$ cat config.mk
export PLATFORM = sky130hd
export DESIGN_NAME = date_period_overlap_days_top_flat
export DESIGN_NICKNAME = d
export VERILOG_FILES = /design/src/rtl/dpod_pkg.sv /design/src/rtl/dpod_req_if.sv /design/src/rtl/dpod_res_if.sv /design/src/rtl/dpod_select.sv /design/src/rtl/dpod_day_lane.sv /design/src/rtl/dpod_merge.sv /design/src/rtl/date_period_overlap_days_top.sv /design/src/flat_wrapper.sv
export VERILOG_INCLUDE_DIRS = /design/src /design/src/rtl
export SDC_FILE = /design/constraint.sdc
export NUM_CORES = 2
export LEC_CHECK = 0
export ABC_AREA = 1
export BUFFER_PORTS_ARGS = -buffer_cell sky130_fd_sc_hd__buf_2
export CAP_MARGIN = 20
export CORE_ASPECT_RATIO = 0.8
export CORE_MARGIN = 2
export CORE_UTILIZATION = 50
export CTS_CLUSTER_SIZE = 30
export DETAILED_ROUTE_END_ITERATION = 8
export PLACE_DENSITY = 0.78
export SYNTH_ARGS = -nofsm -noshare
export SYNTH_HDL_FRONTEND = slang
export SYNTH_SLANG_ARGS = --single-unit
$ cat constraint.sdc
create_clock -name clk -period 7.9 [get_ports clk]
set_input_delay 1.58 -clock clk [delete_from_list [all_inputs] [get_ports clk]]
set_output_delay 1.58 -clock clk [all_outputs]
set_load 0.1 [all_outputs]
$ cat src/rtl/date_period_overlap_days_top_macros.svh
// assertion macros shared by the date period overlap blocks
// expects signals named clk and rst in the module that uses them
`ifndef DATE_PERIOD_OVERLAP_DAYS_TOP_MACROS_SVH
`define DATE_PERIOD_OVERLAP_DAYS_TOP_MACROS_SVH

// same-cycle implication, checked out of reset
`define DPOD_ASSERT_IMP(lbl, ante, cons, msg) \
  lbl: assert property (@(posedge clk) disable iff (rst) (ante) |-> (cons)) \
    else $error(msg);

// next-cycle implication, checked out of reset
`define DPOD_ASSERT_NXT(lbl, ante, cons, msg) \
  lbl: assert property (@(posedge clk) disable iff (rst) (ante) |=> (cons)) \
    else $error(msg);

`endif

$ cat src/rtl/dpod_pkg.sv
// shared widths, constants and the month table for the date period overlap block
// no dependencies
`default_nettype none

package dpod_pkg;

  localparam int YEAR_W  = 14;
  localparam int MONTH_W = 4;
  localparam int DAY_W   = 5;
  localparam int KEY_W   = YEAR_W + MONTH_W + DAY_W;
  localparam int DNUM_W  = 23;
  localparam int OUT_W   = 22;

  localparam logic [OUT_W-1:0] OUT_MAX = '1;

  // reciprocal of 100, exact for all operands below 2^15
  localparam logic [12:0] RECIP_100   = 13'd5243;
  localparam int          RECIP_SHIFT = 19;
  localparam logic [8:0]  DAYS_PER_YEAR = 9'd365;
  localparam logic [6:0]  CENTURY       = 7'd100;
  localparam logic [MONTH_W-1:0] FEBRUARY = 4'd2;

  localparam logic [8:0] DAYS_BEFORE [16] = '{
    9'd0, 9'd0, 9'd31, 9'd59, 9'd90, 9'd120, 9'd151, 9'd181,
    9'd212, 9'd243, 9'd273, 9'd304, 9'd334, 9'd365, 9'd365, 9'd365
  };

  // stage loads for one day-number lane
  typedef struct packed {
    logic ld1;
    logic ld2;
    logic ld3;
  } lane_ctl_t;

  function automatic logic [8:0] days_before_month(input logic [MONTH_W-1:0] m);
    return DAYS_BEFORE[m];
  endfunction

endpackage

`default_nettype wire

$ cat src/rtl/dpod_req_if.sv
// request channel carrying the two date periods
// depends on dpod_pkg
`default_nettype none

interface dpod_req_if;
  import dpod_pkg::*;

  logic               valid;
  logic               ready;
  logic [YEAR_W-1:0]  first_start_year;
  logic [MONTH_W-1:0] first_start_month;
  logic [DAY_W-1:0]   first_start_day;
  logic [YEAR_W-1:0]  first_end_year;
  logic [MONTH_W-1:0] first_end_month;
  logic [DAY_W-1:0]   first_end_day;
  logic [YEAR_W-1:0]  second_start_year;
  logic [MONTH_W-1:0] second_start_month;
  logic [DAY_W-1:0]   second_start_day;
  logic [YEAR_W-1:0]  second_end_year;
  logic [MONTH_W-1:0] second_end_month;
  logic [DAY_W-1:0]   second_end_day;

  modport source (
    output valid, first_start_year, first_start_month, first_start_day,
           first_end_year, first_end_month, first_end_day,
           second_start_year, second_start_month, second_start_day,
           second_end_year, second_end_month, second_end_day,
    input  ready
  );

  modport sink (
    input  valid, first_start_year, first_start_month, first_start_day,
           first_end_year, first_end_month, first_end_day,
           second_start_year, second_start_month, second_start_day,
           second_end_year, second_end_month, second_end_day,
    output ready
  );
endinterface

`default_nettype wire

$ cat src/rtl/dpod_res_if.sv
// result channel carrying the overlap day count
// depends on dpod_pkg
`default_nettype none

interface dpod_res_if;
  import dpod_pkg::*;

  logic             valid;
  logic             ready;
  logic [OUT_W-1:0] overlap_days;

  modport source (output valid, overlap_days, input ready);
  modport sink   (input valid, overlap_days, output ready);
endinterface

`default_nettype wire

$ cat src/rtl/dpod_select.sv
// front stage: orders the four dates and picks the overlap window
// depends on dpod_pkg
`default_nettype none

module dpod_select (
  input  wire logic                          clk,
  input  wire logic                          ld,
  input  wire logic [dpod_pkg::KEY_W-1:0]    s1,
  input  wire logic [dpod_pkg::KEY_W-1:0]    e1,
  input  wire logic [dpod_pkg::KEY_W-1:0]    s2,
  input  wire logic [dpod_pkg::KEY_W-1:0]    e2,
  output logic      [dpod_pkg::KEY_W-1:0]    ks,
  output logic      [dpod_pkg::KEY_W-1:0]    ke,
  output logic                               ok
);
  import dpod_pkg::*;

  logic [KEY_W-1:0] ks_next;
  logic [KEY_W-1:0] ke_next;
  logic             ok_next;

  always_comb begin
    ks_next = (s1 > s2) ? s1 : s2;
    ke_next = (e1 < e2) ? e1 : e2;
    // disjoint periods, or a window that runs backwards
    ok_next = !((e1 < s2) || (s1 > e2)) && (ke_next >= ks_next);
  end

  always_ff @(posedge clk) begin
    if (ld) begin
      ks <= ks_next;
      ke <= ke_next;
      ok <= ok_next;
    end
  end
endmodule

`default_nettype wire

$ cat src/rtl/dpod_day_lane.sv
// one lane: date key to proleptic gregorian day number, three stages
// depends on dpod_pkg
`default_nettype none

module dpod_day_lane (
  input  wire logic                          clk,
  input  wire dpod_pkg::lane_ctl_t           ctl,
  input  wire logic [dpod_pkg::KEY_W-1:0]    key,
  output logic      [dpod_pkg::DNUM_W-1:0]   dnum
);
  import dpod_pkg::*;

  localparam int PW = 28;

  logic [YEAR_W-1:0]  y0;
  logic [MONTH_W-1:0] m0;
  logic [DAY_W-1:0]   d0;

  // stage 1
  logic [YEAR_W-1:0]  y1;
  logic [MONTH_W-1:0] m1;
  logic [DAY_W-1:0]   d1;
  logic [DNUM_W-1:0]  y365;
  logic [PW-1:0]      pa;
  logic [PW-1:0]      pb;
  logic [PW-1:0]      pc;

  // stage 2
  logic [7:0]         q100;
  logic [5:0]         q400;
  logic [7:0]         qy;
  logic [14:0]        qy100;
  logic [12:0]        yq4;
  logic               leap;
  logic [DNUM_W-1:0]  base_next;
  logic [8:0]         mo_next;
  logic [DNUM_W-1:0]  base;
  logic [8:0]         mo;

  assign y0 = key[KEY_W-1 -: YEAR_W];
  assign m0 = key[DAY_W +: MONTH_W];
  assign d0 = key[DAY_W-1:0];

  always_ff @(posedge clk) begin
    if (ctl.ld1) begin
      y1   <= y0;
      m1   <= m0;
      d1   <= d0;
      y365 <= DNUM_W'(y0) * DNUM_W'(DAYS_PER_YEAR);
      pa   <= PW'(15'(y0) + 15'd99) * PW'(RECIP_100);
      pb   <= PW'(15'(y0) + 15'd399) * PW'(RECIP_100);
      pc   <= PW'(y0) * PW'(RECIP_100);
    end
  end

  always_comb begin
    q100  = pa[RECIP_SHIFT +: 8];
    q400  = pb[RECIP_SHIFT+2 +: 6];
    qy    = pc[RECIP_SHIFT +: 8];
    qy100 = 15'(qy) * 15'(CENTURY);
    yq4   = 13'((15'(y1) + 15'd3) >> 2);
    // leap: divisible by 4, and not a century unless divisible by 400
    leap  = (y1[1:0] == 2'b00) && ((15'(y1) != qy100) || (qy[1:0] == 2'b00));
    base_next = y365 + DNUM_W'(yq4) - DNUM_W'(q100) + DNUM_W'(q400);
    mo_next   = days_before_month(m1) + 9'(leap && (m1 > FEBRUARY)) + 9'(d1);
  end

  always_ff @(posedge clk) begin
    if (ctl.ld2) begin
      base <= base_next;
      mo   <= mo_next;
    end
  end

  always_ff @(posedge clk) begin
    if (ctl.ld3) begin
      dnum <= base + DNUM_W'(mo);
    end
  end
endmodule

`default_nettype wire

$ cat src/rtl/dpod_merge.sv
// merge stage: day distance of the two lanes, end-day option and saturation
// depends on dpod_pkg and the assertion macro header
`default_nettype none
`include "date_period_overlap_days_top_macros.svh"

module dpod_merge (
  input  wire logic                          clk,
  input  wire logic                          rst,
  input  wire logic                          ld,
  input  wire logic                          ok,
  input  wire logic                          include_end_day,
  input  wire logic [dpod_pkg::DNUM_W-1:0]   ns,
  input  wire logic [dpod_pkg::DNUM_W-1:0]   ne,
  output logic      [dpod_pkg::OUT_W-1:0]    overlap_days
);
  import dpod_pkg::*;

  logic [DNUM_W:0]  cnt;
  logic [OUT_W-1:0] overlap_days_next;

  always_comb begin
    cnt = {1'b0, ne - ns} + (DNUM_W+1)'(include_end_day);
    priority if (!ok || (ne < ns)) begin
      overlap_days_next = '0;
    end else if (cnt > (DNUM_W+1)'(OUT_MAX)) begin
      overlap_days_next = OUT_MAX;
    end else begin
      overlap_days_next = cnt[OUT_W-1:0];
    end
  end

  always_ff @(posedge clk) begin
    if (ld) begin
      overlap_days <= overlap_days_next;
    end
  end

  `DPOD_ASSERT_NXT(a_disjoint_zero, ld && !ok, overlap_days == '0, "disjoint request gave a count")
endmodule

`default_nettype wire

$ cat src/rtl/date_period_overlap_days_top.sv
// top level of the date period overlap day counter
// depends on dpod_pkg, dpod_req_if, dpod_res_if, dpod_select, dpod_day_lane, dpod_merge
//
//   channel   dir  handshake         payload
//   req       in   valid / ready     four dates, year/month/day each
//   res       out  valid / ready     overlap_days
//   cfg       in   cfg_wr_en         cfg_wr_data -> include_end_day
//
// one request a cycle while res is ready; a request passes select, three lane
// stages of the day-number conversion with its constant multipliers, and merge
// each stage holds a valid bit and moves whenever the stage after it is free,
// so bubbles collapse and requests keep coming in while a result waits
// rst is synchronous and clears the valid bits and include_end_day
`default_nettype none
`include "date_period_overlap_days_top_macros.svh"

module date_period_overlap_days_top (
  input  wire logic  clk,
  input  wire logic  rst,
  input  wire logic  cfg_wr_en,
  input  wire logic  cfg_wr_data,
  dpod_req_if.sink   req,
  dpod_res_if.source res
);
  import dpod_pkg::*;

  localparam int NSTG = 5;

  // pipeline control
  logic [NSTG-1:0]   vld;
  logic [NSTG-1:0]   vld_next;
  logic [NSTG-1:0]   rdy;
  logic [NSTG-1:0]   ld;
  logic [NSTG-1:0]   src_vld;

  // configuration
  logic              include_end_day;

  // datapath
  logic [KEY_W-1:0]  ks;
  logic [KEY_W-1:0]  ke;
  logic              ok0;
  logic              ok1;
  logic              ok2;
  logic              ok3;
  logic [DNUM_W-1:0] ns;
  logic [DNUM_W-1:0] ne;
  lane_ctl_t         lane_ctl;

  // ready ripples back from the output; a stage is free if empty or draining
  always_comb begin
    rdy[NSTG-1] = !vld[NSTG-1] || res.ready;
    for (int k = NSTG-2; k >= 0; k--) begin
      rdy[k] = !vld[k] || rdy[k+1];
    end
    src_vld = {vld[NSTG-2:0], req.valid};
    ld      = src_vld & rdy;
    for (int k = 0; k < NSTG; k++) begin
      vld_next[k] = rdy[k] ? src_vld[k] : vld[k];
    end
  end

  assign req.ready = rdy[0];
  assign res.valid = vld[NSTG-1];

  assign lane_ctl.ld1 = ld[1];
  assign lane_ctl.ld2 = ld[2];
  assign lane_ctl.ld3 = ld[3];

  always_ff @(posedge clk) begin
    if (rst) begin
      vld             <= '0;
      include_end_day <= 1'b0;
    end else begin
      vld <= vld_next;
      if (cfg_wr_en) begin
        include_end_day <= cfg_wr_data;
      end
    end
  end

  // overlap flag travels beside the lanes
  always_ff @(posedge clk) begin
    if (ld[1]) begin
      ok1 <= ok0;
    end
    if (ld[2]) begin
      ok2 <= ok1;
    end
    if (ld[3]) begin
      ok3 <= ok2;
    end
  end

  // keys order as (year, month, day) when packed year first
  dpod_select u_select (
    .clk (clk),
    .ld  (ld[0]),
    .s1  ({req.first_start_year, req.first_start_month, req.first_start_day}),
    .e1  ({req.first_end_year, req.first_end_month, req.first_end_day}),
    .s2  ({req.second_start_year, req.second_start_month, req.second_start_day}),
    .e2  ({req.second_end_year, req.second_end_month, req.second_end_day}),
    .ks  (ks),
    .ke  (ke),
    .ok  (ok0)
  );

  // lane for the window start
  dpod_day_lane u_lane_start (
    .clk  (clk),
    .ctl  (lane_ctl),
    .key  (ks),
    .dnum (ns)
  );

  // lane for the window end
  dpod_day_lane u_lane_end (
    .clk  (clk),
    .ctl  (lane_ctl),
    .key  (ke),
    .dnum (ne)
  );

  dpod_merge u_merge (
    .clk             (clk),
    .rst             (rst),
    .ld              (ld[NSTG-1]),
    .ok              (ok3),
    .include_end_day (include_end_day),
    .ns              (ns),
    .ne              (ne),
    .overlap_days    (res.overlap_days)
  );

  `DPOD_ASSERT_IMP(a_window_order, vld[0] && ok0, ke >= ks, "overlap window runs backwards")
  `DPOD_ASSERT_NXT(a_no_invented, !vld[NSTG-2] && !vld[NSTG-1], !vld[NSTG-1], "result without a request")
endmodule

`default_nettype wire

$ cat src/flat_wrapper.sv
// flat-port wrapper written by rule: the top's interface ports become plain ports
module date_period_overlap_days_top_flat import dpod_pkg::*;
  (clk, rst, cfg_wr_en, cfg_wr_data, req_valid, req_first_start_year, req_first_start_month, req_first_start_day, req_first_end_year, req_first_end_month, req_first_end_day, req_second_start_year, req_second_start_month, req_second_start_day, req_second_end_year, req_second_end_month, req_second_end_day, req_ready, res_valid, res_overlap_days, res_ready);
  dpod_req_if req_i ();
  dpod_res_if res_i ();
  input  wire logic clk;
  input  wire logic rst;
  input  wire logic cfg_wr_en;
  input  wire logic cfg_wr_data;
  input wire logic [$bits(req_i.valid)-1:0] req_valid;
  input wire logic [$bits(req_i.first_start_year)-1:0] req_first_start_year;
  input wire logic [$bits(req_i.first_start_month)-1:0] req_first_start_month;
  input wire logic [$bits(req_i.first_start_day)-1:0] req_first_start_day;
  input wire logic [$bits(req_i.first_end_year)-1:0] req_first_end_year;
  input wire logic [$bits(req_i.first_end_month)-1:0] req_first_end_month;
  input wire logic [$bits(req_i.first_end_day)-1:0] req_first_end_day;
  input wire logic [$bits(req_i.second_start_year)-1:0] req_second_start_year;
  input wire logic [$bits(req_i.second_start_month)-1:0] req_second_start_month;
  input wire logic [$bits(req_i.second_start_day)-1:0] req_second_start_day;
  input wire logic [$bits(req_i.second_end_year)-1:0] req_second_end_year;
  input wire logic [$bits(req_i.second_end_month)-1:0] req_second_end_month;
  input wire logic [$bits(req_i.second_end_day)-1:0] req_second_end_day;
  output wire logic [$bits(req_i.ready)-1:0] req_ready;
  output wire logic [$bits(res_i.valid)-1:0] res_valid;
  output wire logic [$bits(res_i.overlap_days)-1:0] res_overlap_days;
  input wire logic [$bits(res_i.ready)-1:0] res_ready;
  assign req_i.valid = req_valid;
  assign req_i.first_start_year = req_first_start_year;
  assign req_i.first_start_month = req_first_start_month;
  assign req_i.first_start_day = req_first_start_day;
  assign req_i.first_end_year = req_first_end_year;
  assign req_i.first_end_month = req_first_end_month;
  assign req_i.first_end_day = req_first_end_day;
  assign req_i.second_start_year = req_second_start_year;
  assign req_i.second_start_month = req_second_start_month;
  assign req_i.second_start_day = req_second_start_day;
  assign req_i.second_end_year = req_second_end_year;
  assign req_i.second_end_month = req_second_end_month;
  assign req_i.second_end_day = req_second_end_day;
  assign req_ready = req_i.ready;
  assign res_valid = res_i.valid;
  assign res_overlap_days = res_i.overlap_days;
  assign res_i.ready = res_ready;
  date_period_overlap_days_top u_core (.clk(clk), .rst(rst), .cfg_wr_en(cfg_wr_en), .cfg_wr_data(cfg_wr_data), .req(req_i), .res(res_i));
endmodule
# Word level (Yosys, flattened, before mapping)

Memory sizes are Yosys's and may differ from the RTL's.
Index checks and enable logic that the tools add are counted.

Memories: 2
Input bits: 98
Bits in read-only memories: 288
Word-level logic and storage cells: 113
Register bits: 442
Output and inout port bits: 24

Mux-type cells: 7
$mul: 10
Magnitude comparators: 11
Reductions and logical operators: 25
Bitwise operators: 3
Equality and inequality tests: 2
$add $sub $neg: 20

Memories:

| memory          | words | bits a word | read ports | clocked after memory_dff | wr ports | line           | RTL |
|---|---|---|---|---|---|---|---|
| (no name shown) | 16    | 9           | 1          | 0                        | 0        | dpod_pkg.sv:36 | `return DAYS_BEFORE[m];` |
| (no name shown) | 16    | 9           | 1          | 0                        | 0        | dpod_pkg.sv:36 |  |

Operators with widths:

| cell                                                            | number |
|---|---|
| multiplier 15 x 13 -> 27 bit, second input constant             | 4 |
| < comparator 23 bit                                             | 3 |
| multiplier 14 x 13 -> 27 bit, second input constant             | 2 |
| adder 23 x 13 -> 23 bit                                         | 2 |
| adder 23 x 6 -> 23 bit                                          | 2 |
| adder 23 x 9 -> 23 bit                                          | 2 |
| greater-than comparator 23 bit                                  | 2 |
| multiplier 14 x 9 -> 23 bit, second input constant              | 2 |
| two-way mux 23 bit                                              | 2 |
| subtractor 23 x 8 -> 23 bit                                     | 2 |
| two-way mux 9 bit                                               | 4 |
| adder 14 x 2 -> 15 bit, second input constant                   | 2 |
| adder 14 x 7 -> 15 bit, second input constant                   | 2 |
| adder 14 x 9 -> 15 bit, second input constant                   | 2 |
| != test 14 x 15 -> 1 bit                                        | 2 |
| multiplier 8 x 5 -> 13 bit, second input constant               | 2 |
| adder 23 x 1 -> 24 bit                                          | 1 |
| greater-than comparator 24 x 22 -> 1 bit, second input constant | 1 |
| greater-or-equal comparator 23 bit                              | 1 |
| subtractor 23 bit                                               | 1 |
| two-way mux 22 bit                                              | 1 |
| adder 9 x 1 -> 9 bit                                            | 2 |
| adder 9 x 5 -> 9 bit                                            | 2 |
| greater-or-equal comparator 5 bit, second input constant        | 2 |
| 7 further kinds                                                 | 30 |

# Longest topological paths before layout

Word-level depth: 7
Depth in mapped cells: 34
Depth with buffers taken out: 34

# Hierarchy

A second synthesis with hierarchy kept.

Cells, all modules: 6566
Area total of the unflattened synthesis: 54108.1 um^2

Modules (own cells, without submodules):

| module                               | cells each | instances | area an instance (um^2) |
|---|---|---|---|
| dpod_day_lane at u_core.u_lane_end   | 2649       | 1         | 22536.6 |
| dpod_day_lane at u_core.u_lane_start | 2565       | 1         | 22386.5 |
| dpod_select                          | 722        | 1         | 5362.6 |
| dpod_merge                           | 596        | 1         | 3477.1 |
| date_period_overlap_days_top         | 34         | 1         | 345.3 |

# Worst setup path before layout

No wires, ideal clock.

Kind: input-to-reg
From: input port res_ready
To: register u_core.ok1, enable pin
Slack: -0.248 ns
Library setup time: 0.630 ns
Data arrival time: 7.518 ns
Cell stages on the path: 8
Required time: 7.270 ns
Cell sequence: nor2_1 > inv_1 > nor2_1 > inv_1 > nor2_1 > inv_1 > nor2_1 > nor2_1

Cells in the longest elaborated chain, start to end: 5

RTL lines:

| element                        | line                               | RTL |
|---|---|---|
| start, declared                | flat_wrapper.sv:26                 | `input wire logic [$bits(res_i.ready)-1:0] res_ready;` |
| logical OR 1 bit               | date_period_overlap_days_top.sv:52 | `rdy[NSTG-1] = !vld[NSTG-1] \|\| res.ready;` |
| logical OR 1 bit (3 in series) | date_period_overlap_days_top.sv:54 | `rdy[k] = !vld[k] \|\| rdy[k+1];` |
| AND 5 bit                      | date_period_overlap_days_top.sv:57 | `ld = src_vld & rdy;` |
| via u_core.ld[1]               | date_period_overlap_days_top.sv:33 | `logic [NSTG-1:0] ld;` |
| end signal, assigned           | date_period_overlap_days_top.sv:85 | `ok1 <= ok0;` |
| end, declared                  | date_period_overlap_days_top.sv:43 | `logic ok1;` |

The timed path passes the listed nets, and every way through them passes these cells.
A chain may end at the register's enable or synchronous reset.

# Worst setup path in the final report

From: register u_core.u_select.ke[10] (netlist name)
To: register u_core.u_lane_end.pa[23] (data pin)

Cells in the longest elaborated chain, start to end: 2

RTL lines:

| element                      | line                | RTL |
|---|---|---|
| start, declared              | dpod_select.sv:13   | `output logic [dpod_pkg::KEY_W-1:0] ke,` |
| start signal, assigned       | dpod_select.sv:32   | `ke <= ke_next;` |
| adder 14 x 7 -> 15 bit       | dpod_day_lane.sv:50 | `pa <= PW'(15'(y0) + 15'd99) * PW'(RECIP_100);` |
| multiplier 15 x 13 -> 27 bit | dpod_day_lane.sv:50 |  |
| end signal, assigned         | dpod_day_lane.sv:50 |  |
| end, declared                | dpod_day_lane.sv:24 | `logic [PW-1:0] pa;` |

No other way between the ends.

==> metrics <==
crit start category=register; Min-Delay Endpoint=u_core.u_lane_end.d1[0]; Initial DRC Count=3311; Worst-path clk slew=0.06 ns; Synth Flop Type=edfxtp_1; Max-slew headroom=14.3%; Max clock buf depth=3; Via Count=37.8k; CP Buf/Inv Count=6; Max Fclk=140 MHz; die area=103000 µm²; clock latency on the worst-skew pair=0.59 ns; Cell Area, Synth=50300 µm²; hold wc startpoint=u_core.u_select.ke[0]; count of input and output buffers=121; Critical Path RT=8.23 ns; Post-Synthesis Net Count=7274; arrival time at the worst endpoint=7.45 ns; reg2reg end=u_core.u_lane_end.pa[23]; CP max FO=10; first-pass GRT wire length=202 mm; status=completed; remaining global-route overflow=0; setup violators final=0; vias in the first global route=38.0k; Post-Syn Instances=5649; cts hold-fix bufs=0; CP Capture Type=register; Hold Vio Cnt, Final=0; measured slew at the worst slew-check pin=1.27 ns; Die Y=288 µm; largest area contributor in the netlist=ha_1; largest stage delay on the critical path=0.56 ns; setup TNS=0 ns; most frequent cell after synthesis=inv_1; Synth Warn #=0; Hold WC Path Type=reg -> reg; share of post-route cells with drive strength above 1=4.85%; min cycle time layout=7.12 ns; H-tree Lvls=2; Routed Antenna Nets=0; PnR worst setup slack=0.780 ns; Yosys reg bits=320; ratio of final minimum period to clock period=90.1%; DR WL/cell=17.7 µm; Placer Congestion=0.992; WS Path Type=reg -> reg; CORE AREA=100000 µm²; Post-synth top cells=inv_1, ha_1, nand2_1, fa_1, a21oi_1; delay-heaviest family, CP=adder cells; Starting Density=50.2%; Via density=5.26; DP Area=52700 µm²; standard-cell row count=104; Final nets=7447; Global Route Usage Sum=25.1%; Post-synth EDFFs=314; worst slack, placed=0.881 ns; Sink Count=320; Area contributors post-synth=ha_1, fa_1, edfxtp_1, inv_1, nand2_1; Final HPWL DP=110 mm; syn avg cell area=8.90 µm²; area grow syn2layout=7.45%; die width=359 µm; Worst path most repeated cell=inv_1; top-area cell type share of the netlist area=25.2%; CTS buffer count=39; asr flop ratio synth=0%; max cap viols=0; initial antenna violation count=26; largest net degree at the start of global routing=134; setup bufs post-CTS=0; num ports=122; hold path cells=0; RSZ-0062 raised after global routing=false; first-pass detailed-route iteration total=6; CTS tree=done; DRC errors left=0; Root Driver=clkbuf_16; R2R Setup Slk=0.78 ns; post-synthesis sequential area ratio=19.0%; CTS resizes=0; final instance area=54100 µm²; Slew Limit Fails=0; Reg2Reg Depth=26; critical path's slowest cell=edfxtp_1; routed wire length=127 mm; launching point of the worst reg2reg path=u_core.u_select.ke[10]; final hold slack=0.418 ns; Worst Clk Skew=0.0196 ns; Distinct cells, synth=58
==> cells by family after synthesis <==
kind of cell             count (synthesis)  synth area share, %
AO/OA/AOI/OAI                          668                 7.48
XOR/XNOR                               314                 5.47
adder cells (fa/ha/maj)               1527                 45.6
multiplexers                             1               0.0199
AND/OR/NAND/NOR                       1317                 11.2
flip-flops                             320                 19.0
buffers and inverters                 1502                 11.3
==> through the flow <==
step	util, %	std cells
3_3_place_gp	52.6	7105
2_1_floorplan	-	5649
4_1_cts	53.9	7175
5_1_grt	53.9	7179
6_report	53.9	7187
3_5_place_dp	52.6	7105
==> registers in the layout, indices dropped and copies added (netlist names), 6 cells and up <==
name	flops
u_core.u_lane_start.pc	8
u_core.u_lane_start.pa	8
u_core.u_lane_start.dnum	23
u_core.u_lane_start.mo	9
u_core.u_lane_start.y1	14
u_core.u_select.ks	23
u_core.u_lane_start.pb	6
u_core.u_lane_end.dnum	23
u_core.u_lane_start.base	23
u_core.u_lane_end.mo	9
u_core.u_lane_end.pa	8
u_core.u_lane_end.y365	21
u_core.u_select.ke	23
u_core.u_lane_end.pc	8
u_core.u_lane_start.y365	21
u_core.u_lane_end.base	23
u_core.u_lane_end.y1	14
u_core.u_lane_end.pb	6
u_core.u_merge.overlap_days	22
==> final cells by class <==
type | instances | area [µm²]
Sequential cell | 320 | 9550
Inverter | 1487 | 5580
Tap cell | 1325 | 1660
Fill cell | 8813 | 46100
Timing Repair Buffer | 147 | 813
Clock inverter | 27 | 324
Clock buffer | 43 | 991
Antenna cell | 11 | 27.5
Multi-Input combinational cell | 3827 | 35100
==> worst max path at each step <==
stage                                 from                       end  depth (start not counted)
floorplan            u_core.u_select.ke[9]  u_core.u_lane_end.pa[26]                         29
global placement    u_core.u_select.ke[10]  u_core.u_lane_end.pa[26]                         29
detailed placement  u_core.u_select.ke[10]  u_core.u_lane_end.pa[23]                         29
CTS                 u_core.u_select.ke[10]  u_core.u_lane_end.pa[23]                         26
global route        u_core.u_select.ke[10]  u_core.u_lane_end.pa[23]                         26
finish              u_core.u_select.ke[10]  u_core.u_lane_end.pa[23]                         26
==> layout by cell type (no fill, tap or decap), types with 138 or more instances in the layout <==
| cell type | netlist | final |
|---|---|---|
| inv_1 | 1480 | 1478 |
| ha_1 | 1015 | 1015 |
| nand2_1 | 690 | 690 |
| fa_1 | 512 | 512 |
| a21oi_1 | 355 | 355 |
| edfxtp_1 | 314 | 314 |
| nor2_1 | 291 | 289 |
| xor2_1 | 233 | 233 |
| o21ai_0 | 152 | 151 |
| nand3_1 | 138 | 138 |
==> per-layer routing <==
metal / global-route usage, % / vias up / share of wire [%]
met5: 0 / - / 0.10
met4: 5.83 / 18 / 2.2
met3: 7.95 / 189 / 11
met2: 36.3 / 1301 / 41
met1: 36.3 / 18000 / 46
li1: - / 18400 / -
Power is not shown: default switching activity piles up to over one toggle a cycle in this logic, so the estimate is an artifact.
